`src/cfb_pkg.sv`:
```
// Package: shared types, op codes and the CRC-16 fold function for the frame builder.
`timescale 1ns / 1ps
package cfb_pkg;

   localparam logic [1:0] OP_START = 2'd0;
   localparam logic [1:0] OP_BODY  = 2'd1;
   localparam logic [1:0] OP_END   = 2'd2;
   localparam logic [1:0] OP_NONE  = 2'd3;

   localparam logic [15:0] CRC_INIT = 16'hFFFF;
   localparam logic [15:0] CRC_POLY = 16'h1021;

   // one queued unit of output work: one or two bytes
   typedef struct packed {
      logic [7:0] byte0;
      logic [7:0] byte1;
      logic       two;
      logic       done;
   } frame_entry_type;

   // MSB-first byte fold, unrolled into an XOR network
   function automatic logic [15:0] crc_fold8(input logic [15:0] crc, input logic [7:0] b);
      logic [15:0] c;
      c = crc ^ {b, 8'h00};
      for (int k = 0; k < 8; k++) begin
         if (c[15]) begin
            c = {c[14:0], 1'b0} ^ CRC_POLY;
         end else begin
            c = {c[14:0], 1'b0};
         end
      end
      return c;
   endfunction

endpackage

```
`src/cfb_req_if.sv`:
```
// Interface: input item channel of the frame builder.
`timescale 1ns / 1ps
interface cfb_req_if;
   logic        valid;
   logic        ready;
   logic [1:0]  op;
   logic [15:0] command;
   logic [7:0]  body_byte;

   modport source (output valid, output op, output command, output body_byte, input ready);
   modport sink (input valid, input op, input command, input body_byte, output ready);
endinterface

```
`src/cfb_rsp_if.sv`:
```
// Interface: result item channel of the frame builder.
`timescale 1ns / 1ps
interface cfb_rsp_if;
   logic       valid;
   logic       ready;
   logic [7:0] out_byte;
   logic       last_of_run;
   logic       frame_done;

   modport source (output valid, output out_byte, output last_of_run, output frame_done,
                   input ready);
   modport sink (input valid, input out_byte, input last_of_run, input frame_done,
                 output ready);
endinterface

```
`src/cfb_front.sv`:
```
// Front end: accepts items, runs the CRC and queues the bytes to emit.
`timescale 1ns / 1ps
module cfb_front (
   input  logic                     clock,
   input  logic                     reset,
   input  logic                     in_valid,
   output logic                     in_ready,
   input  logic [1:0]               in_op,
   input  logic [15:0]              in_command,
   input  logic [7:0]               in_body_byte,
   input  logic                     q_full,
   output logic                     push,
   output cfb_pkg::frame_entry_type push_entry
);
   import cfb_pkg::*;

   logic [15:0] crc_ff;
   logic [15:0] crc_in;
   logic        accept;

   assign in_ready = !q_full;
   assign accept   = in_valid && in_ready;

   always_comb begin
      crc_in           = crc_ff;
      push             = 1'b0;
      push_entry.byte0 = in_body_byte;
      push_entry.byte1 = 8'h00;
      push_entry.two   = 1'b0;
      push_entry.done  = 1'b0;
      unique case (in_op)
         OP_START: begin
            push_entry.byte0 = in_command[7:0];
            push_entry.byte1 = in_command[15:8];
            push_entry.two   = 1'b1;
            push             = accept;
            if (accept) begin
               crc_in = crc_fold8(crc_fold8(CRC_INIT, in_command[7:0]), in_command[15:8]);
            end
         end
         OP_BODY: begin
            push = accept;
            if (accept) begin
               crc_in = crc_fold8(crc_ff, in_body_byte);
            end
         end
         OP_END: begin
            // CRC is sampled here, so later body bytes cannot disturb it
            push_entry.byte0 = crc_ff[7:0];
            push_entry.byte1 = crc_ff[15:8];
            push_entry.two   = 1'b1;
            push_entry.done  = 1'b1;
            push             = accept;
         end
         OP_NONE: begin
            push = 1'b0;
         end
         default: begin
            push = 1'b0;
         end
      endcase
   end

   always_ff @(posedge clock) begin
      if (reset) begin
         crc_ff <= CRC_INIT;
      end else begin
         crc_ff <= crc_in;
      end
   end

   ap_no_push_when_full: assert property (@(posedge clock) disable iff (reset)
      q_full |-> !push)
      else $error("push while queue full");
   ap_crc_held_on_end: assert property (@(posedge clock) disable iff (reset)
      (accept && (in_op == OP_END || in_op == OP_NONE)) |=> crc_ff == $past(crc_ff))
      else $error("CRC changed on end or unused item");
   ap_start_pushes_two: assert property (@(posedge clock) disable iff (reset)
      (accept && in_op == OP_START) |-> (push && push_entry.two && !push_entry.done))
      else $error("start item not queued as two bytes");

endmodule

```
`src/cfb_queue.sv`:
```
// Short FIFO of pending output work between the front and back ends.
`timescale 1ns / 1ps
module cfb_queue #(
   parameter int DEPTH = 2
) (
   input  logic                     clock,
   input  logic                     reset,
   input  logic                     push,
   input  cfb_pkg::frame_entry_type push_entry,
   input  logic                     pop,
   output logic                     full,
   output logic                     head_valid,
   output cfb_pkg::frame_entry_type head_entry
);
   import cfb_pkg::*;

   localparam int PW = (DEPTH > 1) ? $clog2(DEPTH) : 1;
   localparam int CW = $clog2(DEPTH + 1);
   localparam logic [PW-1:0] LAST_PTR = PW'(DEPTH - 1);
   localparam logic [CW-1:0] DEPTH_C  = CW'(DEPTH);

   frame_entry_type slot_ff [DEPTH];
   logic [PW-1:0]   wr_ptr_ff, wr_ptr_in;
   logic [PW-1:0]   rd_ptr_ff, rd_ptr_in;
   logic [CW-1:0]   count_ff, count_in;

   assign full       = (count_ff == DEPTH_C);
   assign head_valid = (count_ff != '0);
   assign head_entry = slot_ff[rd_ptr_ff];

   always_comb begin
      wr_ptr_in = wr_ptr_ff;
      rd_ptr_in = rd_ptr_ff;
      count_in  = count_ff;
      if (push) begin
         wr_ptr_in = (wr_ptr_ff == LAST_PTR) ? '0 : wr_ptr_ff + 1'b1;
      end
      if (pop) begin
         rd_ptr_in = (rd_ptr_ff == LAST_PTR) ? '0 : rd_ptr_ff + 1'b1;
      end
      if (push && !pop) begin
         count_in = count_ff + 1'b1;
      end else if (pop && !push) begin
         count_in = count_ff - 1'b1;
      end
   end

   always_ff @(posedge clock) begin
      if (push) begin
         slot_ff[wr_ptr_ff] <= push_entry;
      end
   end

   always_ff @(posedge clock) begin
      if (reset) begin
         wr_ptr_ff <= '0;
         rd_ptr_ff <= '0;
         count_ff  <= '0;
      end else begin
         wr_ptr_ff <= wr_ptr_in;
         rd_ptr_ff <= rd_ptr_in;
         count_ff  <= count_in;
      end
   end

   ap_count_bound: assert property (@(posedge clock) disable iff (reset)
      count_ff <= DEPTH_C)
      else $error("queue count overflow");
   ap_no_pop_empty: assert property (@(posedge clock) disable iff (reset)
      pop |-> head_valid)
      else $error("pop from empty queue");
   ap_fill_tracks: assert property (@(posedge clock) disable iff (reset)
      (push && !pop) |=> count_ff == $past(count_ff) + 1'b1)
      else $error("count did not follow push");

endmodule

```
`src/cfb_back.sv`:
```
// Back end: walks queued entries byte by byte into a registered output.
`timescale 1ns / 1ps
module cfb_back (
   input  logic                     clock,
   input  logic                     reset,
   input  logic                     head_valid,
   input  cfb_pkg::frame_entry_type head_entry,
   output logic                     pop,
   output logic                     out_valid,
   input  logic                     out_ready,
   output logic [7:0]               out_byte,
   output logic                     out_last,
   output logic                     out_done
);
   import cfb_pkg::*;

   logic       valid_ff, valid_in;
   logic       phase_ff, phase_in;   // first byte of a two-byte entry already sent
   logic [7:0] byte_ff, byte_in;
   logic       last_ff, last_in;
   logic       done_ff, done_in;
   logic       load;

   assign load      = !valid_ff || out_ready;
   assign out_valid = valid_ff;
   assign out_byte  = byte_ff;
   assign out_last  = last_ff;
   assign out_done  = done_ff;

   always_comb begin
      valid_in = valid_ff;
      phase_in = phase_ff;
      byte_in  = byte_ff;
      last_in  = last_ff;
      done_in  = done_ff;
      pop      = 1'b0;
      if (load) begin
         valid_in = head_valid;
         if (head_valid) begin
            if (head_entry.two && !phase_ff) begin
               byte_in  = head_entry.byte0;
               last_in  = 1'b0;
               done_in  = 1'b0;
               phase_in = 1'b1;
            end else begin
               byte_in  = phase_ff ? head_entry.byte1 : head_entry.byte0;
               last_in  = 1'b1;
               done_in  = head_entry.done;
               phase_in = 1'b0;
               pop      = 1'b1;
            end
         end
      end
   end

   always_ff @(posedge clock) begin
      byte_ff <= byte_in;
      last_ff <= last_in;
      done_ff <= done_in;
   end

   always_ff @(posedge clock) begin
      if (reset) begin
         valid_ff <= 1'b0;
         phase_ff <= 1'b0;
      end else begin
         valid_ff <= valid_in;
         phase_ff <= phase_in;
      end
   end

   ap_phase_has_head: assert property (@(posedge clock) disable iff (reset)
      phase_ff |-> head_valid)
      else $error("second byte pending with empty queue");
   ap_done_is_last: assert property (@(posedge clock) disable iff (reset)
      (valid_ff && done_ff) |-> last_ff)
      else $error("frame end not on last byte");
   ap_second_follows: assert property (@(posedge clock) disable iff (reset)
      (valid_ff && out_ready && !last_ff) |=> valid_ff)
      else $error("gap after first byte of a pair");

endmodule

```
`src/command_frame_builder_crc16.sv`:
```
// Top level: command frame builder with CRC-16/CCITT-FALSE trailer.
// The first byte of an accepted item passes the queue slot and then the output byte register.
// Up to one body item per cycle while the queue has room and the output is taken; start
// and end items are each emitted as two bytes through the single output byte register.
// A queue of QUEUE_DEPTH entries between the CRC front end and the byte emitter.
// Synchronous reset empties the queue and output and loads the CRC with 0xFFFF.
`timescale 1ns / 1ps
module command_frame_builder_crc16 #(
   parameter int QUEUE_DEPTH = 2
) (
   input logic        clock,
   input logic        reset,
   cfb_req_if.sink    req_chan,
   cfb_rsp_if.source  rsp_chan
);
   import cfb_pkg::*;

   logic            q_full;
   logic            push;
   logic            pop;
   logic            head_valid;
   frame_entry_type push_entry;
   frame_entry_type head_entry;

   cfb_front u_front (
      .clock        (clock),
      .reset        (reset),
      .in_valid     (req_chan.valid),
      .in_ready     (req_chan.ready),
      .in_op        (req_chan.op),
      .in_command   (req_chan.command),
      .in_body_byte (req_chan.body_byte),
      .q_full       (q_full),
      .push         (push),
      .push_entry   (push_entry)
   );

   cfb_queue #(
      .DEPTH (QUEUE_DEPTH)
   ) u_queue (
      .clock      (clock),
      .reset      (reset),
      .push       (push),
      .push_entry (push_entry),
      .pop        (pop),
      .full       (q_full),
      .head_valid (head_valid),
      .head_entry (head_entry)
   );

   cfb_back u_back (
      .clock      (clock),
      .reset      (reset),
      .head_valid (head_valid),
      .head_entry (head_entry),
      .pop        (pop),
      .out_valid  (rsp_chan.valid),
      .out_ready  (rsp_chan.ready),
      .out_byte   (rsp_chan.out_byte),
      .out_last   (rsp_chan.last_of_run),
      .out_done   (rsp_chan.frame_done)
   );

endmodule

```
`src/flat_wrapper.sv`:
```
// flat-port wrapper written by rule: the top's interface ports become plain ports
module command_frame_builder_crc16_flat import cfb_pkg::*;
#(
   parameter int QUEUE_DEPTH = 2
)
  (clock, reset, req_chan_valid, req_chan_op, req_chan_command, req_chan_body_byte, req_chan_ready, rsp_chan_valid, rsp_chan_out_byte, rsp_chan_last_of_run, rsp_chan_frame_done, rsp_chan_ready);
  cfb_req_if req_chan_i ();
  cfb_rsp_if rsp_chan_i ();
  input logic clock;
  input logic reset;
  input wire logic [$bits(req_chan_i.valid)-1:0] req_chan_valid;
  input wire logic [$bits(req_chan_i.op)-1:0] req_chan_op;
  input wire logic [$bits(req_chan_i.command)-1:0] req_chan_command;
  input wire logic [$bits(req_chan_i.body_byte)-1:0] req_chan_body_byte;
  output wire logic [$bits(req_chan_i.ready)-1:0] req_chan_ready;
  output wire logic [$bits(rsp_chan_i.valid)-1:0] rsp_chan_valid;
  output wire logic [$bits(rsp_chan_i.out_byte)-1:0] rsp_chan_out_byte;
  output wire logic [$bits(rsp_chan_i.last_of_run)-1:0] rsp_chan_last_of_run;
  output wire logic [$bits(rsp_chan_i.frame_done)-1:0] rsp_chan_frame_done;
  input wire logic [$bits(rsp_chan_i.ready)-1:0] rsp_chan_ready;
  assign req_chan_i.valid = req_chan_valid;
  assign req_chan_i.op = req_chan_op;
  assign req_chan_i.command = req_chan_command;
  assign req_chan_i.body_byte = req_chan_body_byte;
  assign req_chan_ready = req_chan_i.ready;
  assign rsp_chan_valid = rsp_chan_i.valid;
  assign rsp_chan_out_byte = rsp_chan_i.out_byte;
  assign rsp_chan_last_of_run = rsp_chan_i.last_of_run;
  assign rsp_chan_frame_done = rsp_chan_i.frame_done;
  assign rsp_chan_i.ready = rsp_chan_ready;
  command_frame_builder_crc16 #(.QUEUE_DEPTH(QUEUE_DEPTH)) u_core (.clock(clock), .reset(reset), .req_chan(req_chan_i), .rsp_chan(rsp_chan_i));
endmodule
```
`config.mk`:
```
export PLATFORM = sky130hd
export DESIGN_NAME = command_frame_builder_crc16_flat
export DESIGN_NICKNAME = d
export VERILOG_FILES = /design/src/cfb_pkg.sv /design/src/cfb_req_if.sv /design/src/cfb_rsp_if.sv /design/src/cfb_front.sv /design/src/cfb_queue.sv /design/src/cfb_back.sv /design/src/command_frame_builder_crc16.sv /design/src/flat_wrapper.sv
export SDC_FILE = /design/constraint.sdc
export NUM_CORES = 1
export LEC_CHECK = 0
export ABC_AREA = 1
export BUFFER_PORTS_ARGS = -buffer_cell sky130_fd_sc_hd__buf_2
export CELL_PAD_IN_SITES_DETAIL_PLACEMENT = 0
export CELL_PAD_IN_SITES_GLOBAL_PLACEMENT = 2
export CORE_MARGIN = 2
export CORE_UTILIZATION = 38
export CTS_CLUSTER_SIZE = 25
export DETAILED_ROUTE_END_ITERATION = 10
export PLACE_DENSITY_LB_ADDON = 0.05
export SYNTH_ARGS = -nofsm -noshare
export SYNTH_HDL_FRONTEND = slang
export SYNTH_SLANG_ARGS = --single-unit
```
`constraint.sdc`:
```
create_clock -name clock -period 3.65 [get_ports clock]
set_input_delay 1.095 -clock clock [delete_from_list [all_inputs] [get_ports clock]]
set_output_delay 1.095 -clock clock [all_outputs]
set_load 0.03 [all_outputs]
```
==> results.yml <==
status:
  status: "completed"
global_route:
  grt_pass1_vias: 2859
  grt_use_total_pct: 19.9
  grt_overflow_total: 0
  antenna_found_initial: 0
  grt_max_degree: 21
  grt_pass1_wl_um: 15400
clock_network:
  cts_tree: "yes"
  cts_buffers: 9
  clkLatencyLatePin_ns: 0.35
  root_buffer: "clkbuf_8"
  post_cts_buffers: 0
  ctsResizeCount: 0
  cts.sinks: 69
  ctsHoldBuffers: 0
  path_clk_slew_ns: 0.08
  h-tree-depth: 3
  cts_buffer_depth: 2
yosys:
  synth_area_leader_cell: "edfxtp_1"
  syn_area_per_cell_um2: 8.24
  synth-seq-area-share_pct: 49.1
  synth_edf_count: 46
  synth.mux.area_fraction_pct: 0
  async_flop_share_pct: 0
  synth.most_common_cell: "nand2_1"
  synth_top_family_by_area: "simple AND/OR/NAND/NOR gates"
  synth-compound-area-share_pct: 12.0
  synthTopCellsByCount: "nand2_1 (148), edfxtp_1 (46), inv_1 (41)"
  synth_cells: 455
  yosysWarningCount: 0
  synthesis.nets: 486
  synth-main-ff-cell: "edfxtp_1"
  synth_fa_ha_area_share_pct: 0.334
  syn_area_um2: 3750
  synth_seq_cells: 69
  yosys-top-cells-area: "edfxtp_1 (37%), nand2_1 (15%), dfxtp_1 (12%)"
  yosys.cell_types.count: 30
  synth-xor-area-share_pct: 6.18
  synthSimpleGateAreaFrac_pct: 24.8
  yosysTopAreaCellShare_pct: 36.9
final_layout:
  nNetsFinal: 530
  drive_gt1_share_pct: 18.8
  area_delta_synth_final_pct: 13.4
  final_area_um2: 4250
  diodes: 0
  fillers: 989
sta:
  slew_headroom_pct: 64.7
  min_period_ns: 2.21
  drv_slew: 0
  skew_ns: 0.00871
  period_share_pct: 60.5
  fmax_mhz: 453
  rsz0062_at_grt: "false"
  finalSetupViolations: 0
  setup_ws_ns: 1.44
  tightest_slew_ns: 0.528
  finalHoldViolCount: 0
  hold_slack_ns: 0.504
  final.setup.tns_ns: 0
setup_path:
  cp_slowest_cell: "ha_1"
  cpMostUsedCell: "a21oi_1"
  start_kind: "input port"
  path_max_fanout: 14
  cp.arrival_ns: 2.45
  cp.required_ns: 3.89
  cp_cell_sequence: "buf_2, nor2_1, a21oi_1, buf_4, nand2_1, ha_1, a21oi_1, o21ai_0, o21ai_0, a21oi_1"
  critical_path_class: "input port to flop"
  cp_slowest_stage_delay_ns: 0.33
  cp-end-kind: "flop"
pwr:
  power.internal_mw: 1.60
  power_density_nw_per_um2: 623
  comb_power_share_pct: 36.2
  power.share.clock_pct: 21.4
  pwr-share-seq_pct: 42.5
  p_sw_mw: 1.05
  p_leak_nw: 1.96
  sw_frac_of_total_pct: 39.7
  power_mw: 2.65
  ir_drop_mv: 0.284
floorplanning:
  die_w_um: 103
  ios: 42
  dieArea_um2: 10700
  start_util_pct: 38.7
  core.rowCount: 36
  fp.dieH_um: 103
  core_area_um2: 9680
detailed_routing:
  vias: 3085
  drt_iter0_markers: 154
  routedWlPerCell_um: 15.6
  drc_errors: 0
  drtAntennaViolNets: 0
  avgViaCountPerCell: 4.84
  dr.pass1.iters: 4
  drt-total-wl_um: 9910
placed_design:
  place_area_um2: 4080
  port_buffers: 41
  dp_hpwl_um: 7580
  dp_worst_setup_slack_ns: 1.07
  gp_congestion: 0.803
worst_hold_path:
  hp-class: "flop to flop"
run:
  cap_violations: 0
-- metal layers --
| metal | track usage [%] | part of all wire (%) | routed length [µm] | vias up |
|---|---|---|---|---|
| met4 | 7.89 | 2.1 | 207 | 0 |
| met5 | 0 | 0 | 0 | - |
| li1 | - | - | - | 1588 |
| met2 | 32.7 | 48 | 4770 | 58 |
| met1 | 26.2 | 46 | 4590 | 1424 |
| met3 | 3.23 | 3.4 | 334 | 15 |
-- worst max-delay path: cells and delay by family --
family	cells	cell delay, ns
and+or+nand+nor	2	0.15
AOI/OAI and AO/OA	5	0.57
buffers and inverters	2	0.31
adders and majority gates	1	0.33
-- state kept, by name, summed over array words and instances, names as in the netlist, named ones only --
register and cells:
u_core.u_queue.wr_ptr_ff 1, u_core.u_back.out_done 1, u_core.u_queue.slot_ff 36, u_core.u_back.out_last 1
u_core.u_queue.rd_ptr_ff 1, u_core.u_back.out_byte 8, u_core.u_back.phase_ff 1, u_core.u_back.out_valid 1
u_core.u_queue.count_ff 2, u_core.u_front.crc_ff 16
-- path summary, 6_finish.rpt --
check / startpoint / endpoint / slack (ns) / depth (start not counted)
min reg2reg: u_core.u_queue.count_ff[1]$_SDFFE_PP0P_ / u_core.u_queue.count_ff[1]$_SDFFE_PP0P_ / 0.50 / 2
min: u_core.u_queue.count_ff[1]$_SDFFE_PP0P_ / u_core.u_queue.count_ff[1]$_SDFFE_PP0P_ / 0.50 / 2
max reg2reg: u_core.u_back.phase_ff$_SDFFE_PP0P_ / u_core.u_queue.count_ff[1]$_SDFFE_PP0P_ / 1.62 / 10
max: rsp_chan_ready / u_core.u_queue.count_ff[1]$_SDFFE_PP0P_ / 1.44 / 10
-- cell families after synthesis --
group | count (synthesis)
buffers and inverters | 67
AND/OR/NAND/NOR | 220
flip-flops | 69
AO/OA/AOI/OAI | 75
adder cells (fa/ha/maj) | 1
XOR/XNOR | 23
-- per-stage QoR --
| step | utilization, % | cells |
|---|---|---|
| finish | 43.9 | 637 |
| global route | 43.9 | 637 |
| CTS | 43.9 | 637 |
| detailed placement | 42.1 | 621 |
| global placement | 42.1 | 621 |
| floorplan | - | 455 |
-- final cells by class --
type / instances / area, µm² / area share, %
clock inverter: 7 / 50.0 / 1.18
timing repair buffer: 46 / 243 / 5.71
sequential: 69 / 1840 / 43.3
multi-input combinational: 319 / 1620 / 38.2
clock buffer: 9 / 124 / 2.91
inverter: 54 / 203 / 4.77
tap: 133 / 166 / 3.92
-- cell usage in the layout (no fill, tap or decap) --
cell,instances
xnor2_2,1
clkinv_1,1
edfxtp_1,46
a21oi_1,30
inv_2,12
ha_1,1
o21ai_0,16
nor2_4,1
nand3_1,38
nor2_1,14
clkinvlp_4,3
xor2_2,3
o21ai_1,3
nand2_2,16
dfxtp_1,23
a22oi_1,11
o211ai_1,7
inv_1,41
o22ai_1,1
nand2_1,148
clkinv_4,1
o221ai_1,4
nand2b_1,1
nand3b_1,2
inv_6,1
xnor2_1,9
buf_2,41
clkinv_2,2
buf_4,5
xor2_1,10
a22o_1,3
clkbuf_8,9
-- power by group through the flow --
stage          combinational [mW]  clock [mW]  sequential (mW)
5_1_grt                      1.09       0.607             1.15
2_1_floorplan               0.587           0             1.25
4_1_cts                     0.974       0.575             1.13
3_5_place_dp                0.970           0             1.14
6_report                    0.958       0.566             1.12
3_3_place_gp                0.964           0             1.14
No activity file was read; power rests on OpenSTA's default activity.
